File: config.mk
export PLATFORM = sky130hd
export DESIGN_NAME = sparse_triplet_add_merge
export DESIGN_NICKNAME = d
export VERILOG_FILES = /design/src/design/stam_pkg.sv /design/src/design/stam_ctrl.sv /design/src/design/stam_dpath.sv /design/src/design/sparse_triplet_add_merge.sv
export SDC_FILE = /design/constraint.sdc
export NUM_CORES = 2
export LEC_CHECK = 0
export BUFFER_PORTS_ARGS = -buffer_cell sky130_fd_sc_hd__buf_2
export CORE_ASPECT_RATIO = 1.2
export CORE_MARGIN = 3
export CORE_UTILIZATION = 30
export CTS_CLUSTER_DIAMETER = 80
export DETAILED_ROUTE_END_ITERATION = 16
export PLACE_DENSITY = 0.49
export RECOVER_POWER = 25
export SYNTH_ARGS = -nofsm -noshare
export SYNTH_HDL_FRONTEND = slang
export SYNTH_SLANG_ARGS = --single-unit
File: constraint.sdc
create_clock -name clk_i -period 9.6 [get_ports clk_i]
set_input_delay 0.96 -clock clk_i [delete_from_list [all_inputs] [get_ports clk_i]]
set_output_delay 0.96 -clock clk_i [all_outputs]
set_load 0.03 [all_outputs]
File: src/design/stam_pkg.sv
// Shared types and constants for the sparse triplet add/merge block.
// Used by stam_ctrl, stam_dpath and sparse_triplet_add_merge; depends on nothing.
`timescale 1ns / 1ps

package stam_pkg;

  localparam int MAX_ENTRIES = 32;
  localparam int INDEX_BITS  = 16;
  localparam int ADDR_W      = $clog2(MAX_ENTRIES);
  localparam int CNT_W       = $clog2(MAX_ENTRIES + 1);
  localparam int POS_W       = 16;
  localparam int VALUE_W     = 32;
  localparam int CFG_IDX_W   = 3;
  localparam int CFG_DATA_W  = 16;

  // Input item modes.
  localparam logic [1:0] MODE_LOAD_A = 2'd0;
  localparam logic [1:0] MODE_LOAD_B = 2'd1;
  localparam logic [1:0] MODE_START  = 2'd2;

  // Result status codes.
  localparam logic [1:0] ST_ENTRY    = 2'd0;
  localparam logic [1:0] ST_EMPTY    = 2'd1;
  localparam logic [1:0] ST_MISMATCH = 2'd2;

  // Configuration register indexes.
  localparam logic [CFG_IDX_W-1:0] REG_A_ROWS   = 3'd0;
  localparam logic [CFG_IDX_W-1:0] REG_A_COLS   = 3'd1;
  localparam logic [CFG_IDX_W-1:0] REG_B_ROWS   = 3'd2;
  localparam logic [CFG_IDX_W-1:0] REG_B_COLS   = 3'd3;
  localparam logic [CFG_IDX_W-1:0] REG_SUBTRACT = 3'd4;

  typedef struct packed {
    logic [INDEX_BITS-1:0] row;
    logic [INDEX_BITS-1:0] col;
    logic [VALUE_W-1:0]    value;
  } entry_t;

  // Commands from the controller to the datapath.
  typedef struct packed {
    logic load_a;
    logic load_b;
    logic begin_merge;
    logic step;
    logic emit_end;
    logic emit_mismatch;
    logic clear;
  } cmd_t;

  // Status from the datapath to the controller.
  typedef struct packed {
    logic dim_mismatch;
    logic done;
  } sts_t;

endpackage

File: src/design/stam_ctrl.sv
// Controller state machine of the sparse triplet add/merge block.
// Depends on stam_pkg; drives the command struct of stam_dpath.
`timescale 1ns / 1ps

module stam_ctrl (
  input  logic             clk_i,
  input  logic             rst_ni,
  input  logic             start,
  input  logic [1:0]       mode_i,
  input  stam_pkg::sts_t   sts_i,
  output stam_pkg::cmd_t   cmd_o,
  output logic             busy
);

  localparam logic [1:0] S_IDLE = 2'd0;
  localparam logic [1:0] S_READ = 2'd1;
  localparam logic [1:0] S_CMP  = 2'd2;

  logic [1:0] state_q, state_d;

  always_ff @(posedge clk_i or negedge rst_ni) begin
    if (!rst_ni) begin
      state_q <= S_IDLE;
    end else begin
      state_q <= state_d;
    end
  end

  always_comb begin
    state_d = state_q;
    cmd_o   = '0;
    unique case (state_q)
      S_IDLE: begin
        if (start) begin
          priority if (mode_i == stam_pkg::MODE_LOAD_A) begin
            cmd_o.load_a = 1'b1;
          end else if (mode_i == stam_pkg::MODE_LOAD_B) begin
            cmd_o.load_b = 1'b1;
          end else if (mode_i == stam_pkg::MODE_START) begin
            if (sts_i.dim_mismatch) begin
              cmd_o.emit_mismatch = 1'b1;
              cmd_o.clear         = 1'b1;
            end else begin
              cmd_o.begin_merge = 1'b1;
              state_d           = S_READ;
            end
          end else begin
            // The unused mode is taken and dropped.
            state_d = S_IDLE;
          end
        end
      end
      S_READ: begin
        // The store read issued in this cycle lands in the datapath registers.
        if (sts_i.done) begin
          cmd_o.emit_end = 1'b1;
          cmd_o.clear    = 1'b1;
          state_d        = S_IDLE;
        end else begin
          state_d = S_CMP;
        end
      end
      S_CMP: begin
        cmd_o.step = 1'b1;
        state_d    = S_READ;
      end
      default: begin
        state_d = S_IDLE;
      end
    endcase
  end

  assign busy = (state_q != S_IDLE);

endmodule

File: src/design/stam_dpath.sv
// Datapath of the sparse triplet add/merge block: entry stores, merge pointers,
// configuration registers, one pending result and the output register. Depends on stam_pkg.
`timescale 1ns / 1ps

module stam_dpath (
  input  logic                                 clk_i,
  input  logic                                 rst_ni,
  input  stam_pkg::cmd_t                       cmd_i,
  output stam_pkg::sts_t                       sts_o,
  input  logic                                 cfg_we_i,
  input  logic [stam_pkg::CFG_IDX_W-1:0]       cfg_idx_i,
  input  logic [stam_pkg::CFG_DATA_W-1:0]      cfg_data_i,
  input  logic [stam_pkg::POS_W-1:0]           row_i,
  input  logic [stam_pkg::POS_W-1:0]           col_i,
  input  logic signed [stam_pkg::VALUE_W-1:0]  value_i,
  output logic                                 out_valid_o,
  output logic [stam_pkg::POS_W-1:0]           out_row_o,
  output logic [stam_pkg::POS_W-1:0]           out_col_o,
  output logic signed [stam_pkg::VALUE_W-1:0]  out_value_o,
  output logic [1:0]                           status_o,
  output logic                                 last_o
);

  // Configuration registers.
  logic [stam_pkg::POS_W-1:0] a_rows_q, a_cols_q, b_rows_q, b_cols_q;
  logic                       subtract_q;

  always_ff @(posedge clk_i or negedge rst_ni) begin
    if (!rst_ni) begin
      a_rows_q   <= '0;
      a_cols_q   <= '0;
      b_rows_q   <= '0;
      b_cols_q   <= '0;
      subtract_q <= 1'b0;
    end else if (cfg_we_i) begin
      unique case (cfg_idx_i)
        stam_pkg::REG_A_ROWS:   a_rows_q   <= cfg_data_i;
        stam_pkg::REG_A_COLS:   a_cols_q   <= cfg_data_i;
        stam_pkg::REG_B_ROWS:   b_rows_q   <= cfg_data_i;
        stam_pkg::REG_B_COLS:   b_cols_q   <= cfg_data_i;
        stam_pkg::REG_SUBTRACT: subtract_q <= cfg_data_i[0];
        default: ;
      endcase
    end
  end

  // Fill counts and merge pointers.
  logic [stam_pkg::CNT_W-1:0] a_cnt_q, b_cnt_q, i_q, j_q;
  logic [stam_pkg::CNT_W-1:0] a_cnt_d, b_cnt_d, i_d, j_d;
  logic                       wr_a, wr_b;
  stam_pkg::entry_t           wr_entry;

  assign wr_a = cmd_i.load_a && (a_cnt_q < stam_pkg::CNT_W'(stam_pkg::MAX_ENTRIES));
  assign wr_b = cmd_i.load_b && (b_cnt_q < stam_pkg::CNT_W'(stam_pkg::MAX_ENTRIES));

  assign wr_entry.row   = row_i[stam_pkg::INDEX_BITS-1:0];
  assign wr_entry.col   = col_i[stam_pkg::INDEX_BITS-1:0];
  assign wr_entry.value = value_i;

  // Entry stores with registered reads at the merge pointers.
  stam_pkg::entry_t a_mem [stam_pkg::MAX_ENTRIES];
  stam_pkg::entry_t b_mem [stam_pkg::MAX_ENTRIES];
  stam_pkg::entry_t rd_a_q, rd_b_q;

  always_ff @(posedge clk_i) begin
    if (wr_a) begin
      a_mem[a_cnt_q[stam_pkg::ADDR_W-1:0]] <= wr_entry;
    end
    rd_a_q <= a_mem[i_q[stam_pkg::ADDR_W-1:0]];
  end

  always_ff @(posedge clk_i) begin
    if (wr_b) begin
      b_mem[b_cnt_q[stam_pkg::ADDR_W-1:0]] <= wr_entry;
    end
    rd_b_q <= b_mem[j_q[stam_pkg::ADDR_W-1:0]];
  end

  // Merge compare on the registered store reads.
  logic                       a_ok, b_ok, take_a, take_b, a_before, b_before;
  logic [stam_pkg::VALUE_W-1:0] comb_v, neg_b;
  logic                       cand_valid;
  stam_pkg::entry_t           cand;

  assign a_ok = (i_q < a_cnt_q);
  assign b_ok = (j_q < b_cnt_q);

  assign a_before = (rd_a_q.row < rd_b_q.row) ||
                    ((rd_a_q.row == rd_b_q.row) && (rd_a_q.col < rd_b_q.col));
  assign b_before = (rd_a_q.row > rd_b_q.row) ||
                    ((rd_a_q.row == rd_b_q.row) && (rd_a_q.col > rd_b_q.col));

  assign take_a = !b_ok || (a_ok && a_before);
  assign take_b = !a_ok || (b_ok && b_before);

  assign neg_b  = '0 - rd_b_q.value;
  assign comb_v = subtract_q ? (rd_a_q.value - rd_b_q.value)
                             : (rd_a_q.value + rd_b_q.value);

  always_comb begin
    cand       = rd_a_q;
    cand_valid = 1'b1;
    if (take_a) begin
      cand = rd_a_q;
    end else if (take_b) begin
      cand       = rd_b_q;
      cand.value = subtract_q ? neg_b : rd_b_q.value;
    end else begin
      cand.value = comb_v;
      cand_valid = (comb_v != '0);
    end
  end

  always_comb begin
    a_cnt_d = a_cnt_q;
    b_cnt_d = b_cnt_q;
    i_d     = i_q;
    j_d     = j_q;
    if (wr_a) begin
      a_cnt_d = a_cnt_q + 1'b1;
    end
    if (wr_b) begin
      b_cnt_d = b_cnt_q + 1'b1;
    end
    if (cmd_i.begin_merge) begin
      i_d = '0;
      j_d = '0;
    end
    if (cmd_i.step) begin
      if (!take_b) begin
        i_d = i_q + 1'b1;
      end
      if (!take_a) begin
        j_d = j_q + 1'b1;
      end
    end
    if (cmd_i.clear) begin
      a_cnt_d = '0;
      b_cnt_d = '0;
    end
  end

  always_ff @(posedge clk_i or negedge rst_ni) begin
    if (!rst_ni) begin
      a_cnt_q <= '0;
      b_cnt_q <= '0;
      i_q     <= '0;
      j_q     <= '0;
    end else begin
      a_cnt_q <= a_cnt_d;
      b_cnt_q <= b_cnt_d;
      i_q     <= i_d;
      j_q     <= j_d;
    end
  end

  assign sts_o.done         = !a_ok && !b_ok;
  assign sts_o.dim_mismatch = (a_rows_q != b_rows_q) || (a_cols_q != b_cols_q);

  // One result is held back so that the final one can carry last.
  logic             pend_valid_q, pend_valid_d;
  stam_pkg::entry_t pend_q, pend_d;
  logic             out_valid_q, out_valid_d, last_q, last_d;
  logic [1:0]       status_q, status_d;
  stam_pkg::entry_t out_q, out_d;

  always_comb begin
    pend_valid_d = pend_valid_q;
    pend_d       = pend_q;
    out_valid_d  = 1'b0;
    out_d        = pend_q;
    status_d     = stam_pkg::ST_ENTRY;
    last_d       = 1'b0;
    if (cmd_i.begin_merge) begin
      pend_valid_d = 1'b0;
    end
    priority if (cmd_i.emit_mismatch) begin
      out_valid_d = 1'b1;
      out_d       = '0;
      status_d    = stam_pkg::ST_MISMATCH;
      last_d      = 1'b1;
    end else if (cmd_i.emit_end) begin
      out_valid_d  = 1'b1;
      last_d       = 1'b1;
      pend_valid_d = 1'b0;
      if (!pend_valid_q) begin
        out_d    = '0;
        status_d = stam_pkg::ST_EMPTY;
      end
    end else if (cmd_i.step && cand_valid) begin
      out_valid_d  = pend_valid_q;
      pend_valid_d = 1'b1;
      pend_d       = cand;
    end else begin
      out_valid_d = 1'b0;
    end
  end

  always_ff @(posedge clk_i or negedge rst_ni) begin
    if (!rst_ni) begin
      pend_valid_q <= 1'b0;
      out_valid_q  <= 1'b0;
    end else begin
      pend_valid_q <= pend_valid_d;
      out_valid_q  <= out_valid_d;
    end
  end

  always_ff @(posedge clk_i) begin
    pend_q   <= pend_d;
    out_q    <= out_d;
    status_q <= status_d;
    last_q   <= last_d;
  end

  assign out_valid_o = out_valid_q;
  assign out_row_o   = stam_pkg::POS_W'(out_q.row);
  assign out_col_o   = stam_pkg::POS_W'(out_q.col);
  assign out_value_o = out_q.value;
  assign status_o    = status_q;
  assign last_o      = last_q;

endmodule

File: src/design/sparse_triplet_add_merge.sv
// Top level of the sparse triplet add/merge block.
// Depends on stam_pkg, stam_ctrl and stam_dpath.
`timescale 1ns / 1ps

// Usage:
// An item is taken when start is high and busy is low. Mode load A or load B
// writes one (row, col, value) entry into the matching store and leaves busy
// low, so loads can be given every cycle. A store holds 32 entries; further
// loads are dropped. The unused mode is taken and ignored.
// A start item raises busy and merges both stores in row-major order. Each merge
// step is a registered store read, then a compare and advance, and uses up at
// least one stored entry. A result is held until the next one is found or the
// merge ends, then it is on the result ports for one cycle with out_valid_o
// high; the final one of a start has last_o set. With differing dimensions a
// single mismatch result appears in the cycle after the start transaction.
// Both stores are emptied after every start. Configuration writes through
// cfg_we_i are registered and are to be made while the block is idle; the user
// is bound to this, the block itself does not enforce it. Reset empties the
// stores and zeroes the configuration, counts, pointers and valid flags. The
// receiver cannot stall: every result must be taken in the cycle it is shown.
module sparse_triplet_add_merge (
  input  logic                                 clk_i,
  input  logic                                 rst_ni,
  input  logic                                 start,
  output logic                                 busy,
  input  logic [1:0]                           mode_i,
  input  logic [stam_pkg::POS_W-1:0]           row_i,
  input  logic [stam_pkg::POS_W-1:0]           col_i,
  input  logic signed [stam_pkg::VALUE_W-1:0]  value_i,
  input  logic                                 cfg_we_i,
  input  logic [stam_pkg::CFG_IDX_W-1:0]       cfg_idx_i,
  input  logic [stam_pkg::CFG_DATA_W-1:0]      cfg_data_i,
  output logic                                 out_valid_o,
  output logic [stam_pkg::POS_W-1:0]           out_row_o,
  output logic [stam_pkg::POS_W-1:0]           out_col_o,
  output logic signed [stam_pkg::VALUE_W-1:0]  out_value_o,
  output logic [1:0]                           status_o,
  output logic                                 last_o
);

  stam_pkg::cmd_t cmd;
  stam_pkg::sts_t sts;

  stam_ctrl u_ctrl (
    .clk_i  (clk_i),
    .rst_ni (rst_ni),
    .start  (start),
    .mode_i (mode_i),
    .sts_i  (sts),
    .cmd_o  (cmd),
    .busy   (busy)
  );

  stam_dpath u_dpath (
    .clk_i       (clk_i),
    .rst_ni      (rst_ni),
    .cmd_i       (cmd),
    .sts_o       (sts),
    .cfg_we_i    (cfg_we_i),
    .cfg_idx_i   (cfg_idx_i),
    .cfg_data_i  (cfg_data_i),
    .row_i       (row_i),
    .col_i       (col_i),
    .value_i     (value_i),
    .out_valid_o (out_valid_o),
    .out_row_o   (out_row_o),
    .out_col_o   (out_col_o),
    .out_value_o (out_value_o),
    .status_o    (status_o),
    .last_o      (last_o)
  );

endmodule
==> impl_metrics.ini <==
[sta]
setup_viol = 0
rsz0062_at_grt = no
relSlewSlack = -0.996
drv_slew = 2914
finalCritPeriodShare = 0.733
fmax_mhz = 142
finalHoldViolCount = 0
holdWs_ps = 235
fin_crit_ps = 7040
fin_worst_skew_ps = 73.5
fin_setup_tns_ps = 0
tightest_slew_ps = 2990

[setup_path]
path_cells = or4_1 > nor4_1 > nand2_1 > nor3_1 > nor2_1 > xnor2_1 > ha_1 > a21o_1 > a21o_1 > a2111oi_0 > o31ai_1 > o31ai_1 > o21ai_0 > a41o_1 > nor3_1 > and4bb_1 > nor2_4 > buf_4
cp_data_arrival_time_ps = 7620
cp.buffers_inverters = 1
r2r_start = u_dpath.rd_b_q[7]$_DFF_P_
slowest_delay_ps = 820
ff2ff_path_depth = 18
cpMaxStageDelayCell = nor4_1
r2r_setup_slack_ps = 2560
r2r_end = u_dpath.pend_q[58]$_DFFE_PP_
path_max_fanout = 33
criticalPathCategory = reg -> reg
endpoint_kind = flop
worst_setup_path_start_kind = flop
cp.required_ps = 10180
cpLargestDelayFamily = simple AND/OR/NAND/NOR gates

[power_and_ir_drop]
power_density_mw_per_mm2 = 209
peakVddDrop_mv = 0.164
power_leakage_nw = 61.7

[clock_tree]
cts_buffers = 449
clock_latency_ps = 1020
cts_htree_levels = 5
numClockSinks = 4448
cts_tree = done
ctsResizeCount = 0
clockRootBuffer = clkbuf_16
clkTransAtPathRegs_ps = 60
post_cts_buffers = 0
cts_hold_buf = 1
cts_max_path_buffers = 4

[finish]
fin_area_mm2 = 0.196
nNetsFinal = 7934
syn2layout_area_growth_pct = 14.8
mostFrequentLayoutCell = edfxtp_1
fill_cells = 52000
final_cell_mix = 4,160 x edfxtp_1, 1,280 x mux4_2, 462 x clkbuf_16, 225 x mux2_2, 198 x buf_4
drive_above_1_share = 0.317

[synth]
syn-num-nets = 7472
ys_ff_latch = 4448
ys_warn_count = 0
synth_edf_count = 4160
async_flop_share = 0.0209
synthDistinctLibCells = 68
synthCells = 7298
syn_avg_cell_area_um2 = 23.4
synthesis.area_mm2 = 0.170
synth-seq-area-share = 0.770
ys.flop_type = edfxtp_1

[global_routing]
track_usage = 0.169
grt_pass1_vias = 83200
overflow = 0
grt_pass1_wl_mm = 686
grt_start_max_net_pins = 141
antenna_found_initial = 56

[floorplanning]
die_y_um = 832
core-area_mm2 = 0.565
start_util = 0.302
design.die.area_mm2 = 0.577
pin_count = 158
fp-row-count = 302
die_width_um = 694

[min_path]
hold_path_startpoint = cfg_data_i[5]
hold_depth = 2
hold_path_class = in -> reg
worstHoldEndpoint = u_dpath.b_rows_q[5]$_DFFE_PN0P_

[outcome]
violations = capacitance limit, slew limit
status = finished, violations left

[route]
vias = 80100
via_per_inst = 5.13
ant_nets = 0
first_pass_iters = 6
wl_per_cell_um = 31.7
wl_mm = 495
drtIter0Drc = 8624
drc = 0

[place]
portBuffers = 157
placed_cell_area_mm2 = 0.181
hpwlAfterDp_mm = 280
gp_congestion = 0.832

[job]
drv_cap = 45
-- logic make-up after synthesis --
logic type	after synthesis	synth area share
DFF	4448	0.770
muxes	1539	0.187
and+or+nand+nor	471	0.0137
buffers and inverters	411	0.00929
AOI/OAI and AO/OA	220	0.00808
xor gates and xnor gates	124	0.00637
adders and majority gates	85	0.00628
-- routing by layer --
metal | part of all wire | vias up | global-route usage | wire length [um]
li1 | - | 31900 | - | -
met1 | 0.41 | 44800 | 0.225 | 206000
met4 | 0.028 | 14 | 0.0450 | 13900
met3 | 0.054 | 685 | 0.0234 | 26700
met5 | 0.00018 | - | 0 | 91
met2 | 0.50 | 2707 | 0.289 | 249000
-- worst max-delay path by stage --
stage / startpoint / end / cells after the start
2_1_floorplan: u_dpath.rd_b_q[5]$_DFF_P_ / u_dpath.pend_q[0]$_DFFE_PP_ / 18
3_3_place_gp: u_dpath.rd_b_q[8]$_DFF_P_ / u_dpath.pend_q[36]$_DFFE_PP_ / 18
3_5_place_dp: u_dpath.rd_b_q[7]$_DFF_P_ / u_dpath.pend_q[45]$_DFFE_PP_ / 18
4_1_cts: u_dpath.rd_b_q[7]$_DFF_P_ / u_dpath.pend_q[57]$_DFFE_PP_ / 18
5_1_grt: u_dpath.rd_b_q[7]$_DFF_P_ / u_dpath.pend_q[58]$_DFFE_PP_ / 18
6_report: u_dpath.rd_b_q[7]$_DFF_P_ / u_dpath.pend_q[58]$_DFFE_PP_ / 18
-- report_power, final --
part	internal [W]	total [W]	switching, W
Sequential	0.0215	0.0216	0.000161
Clock	0.00974	0.0172	0.00743
Combinational	0.000751	0.00204	0.00128
Total	0.0319	0.0408	0.00888
-- Yosys cell counts, types with 4 or more instances --
master	number	area, um^2
xnor2_1	65	569
o21ai_0	52	260
inv_1	60	225
xor2_1	59	517
mux2_2	225	2530
nor2_1	142	533
a211oi_1	5	37.5
nand4_1	28	175
o31ai_1	9	67.6
and3_1	5	31.3
nor3_1	22	110
a21o_1	19	143
nor4_1	15	93.8
o211ai_1	8	60.1
a21oi_1	72	360
ha_1	84	1050
clkbuf_1	276	1040
mux4_2	1280	28800
dfxtp_1	195	3900
nand3_1	32	160
a31oi_1	6	37.5
buf_2	9	45.0
and2_1	73	457
nor2b_1	11	68.8
buf_1	62	233
nand2_1	99	372
buf_6	4	45.0
mux2_4	26	390
mux2i_1	8	80.1
dfrtp_1	93	2330
edfxtp_1	4160	125000
a2111oi_0	5	43.8
o21ai_1	8	40.0
or4_1	5	37.5
nand2b_1	14	87.6
or3_1	5	31.3
o21a_1	6	45.0
-- worst reg2reg max path, delay by kind of cell (launching register included) --
family	cells	cell delay (ps)
XOR/XNOR	1	180
buffers and inverters	1	610
AND/OR/NAND/NOR	8	3150
AO/OA/AOI/OAI	7	2020
flip-flops	1	360
adder cells (fa/ha/maj)	1	220
-- cell type report --
type                    instances  area [um^2]  area share
diodes                         29         72.6    0.000371
multi-input cells            2439        38200       0.195
repair buffers                362         2350      0.0120
clock inverters               231         1940     0.00992
flip-flops and latches       4448       131000       0.670
well taps                    7448         9320      0.0476
clock buffers                 605        12400      0.0633
inverters                      60          225     0.00115
-- per-stage QoR --
step | utilization | power [W] | instances | worst slack (ps)
CTS | 0.346 | 0.0412 | 15600 | 2620
finish | 0.346 | 0.0408 | 15600 | 2560
global placement | 0.321 | 0.0240 | 14800 | 2450
global route | 0.346 | 0.0422 | 15600 | 2150
floorplan | - | 0.0232 | 7298 | 2100
detailed placement | 0.321 | 0.0240 | 14800 | 2690
-- state kept, by name (all words and copies together) (netlist names), 6 cells and up --
signal               count
u_dpath.a_mem         2048
u_dpath.out_value_o     32
u_dpath.out_row_o       16
u_dpath.b_cols_q        16
u_dpath.b_cnt_q          6
u_dpath.j_q              6
u_dpath.b_mem         2048
u_dpath.a_rows_q        16
u_dpath.pend_q          64
u_dpath.rd_a_q          64
u_dpath.b_rows_q        16
u_dpath.rd_b_q          64
u_dpath.out_col_o       16
u_dpath.i_q              6
u_dpath.a_cnt_q          6
u_dpath.a_cols_q        16
Power figures use the tool's default switching activity.
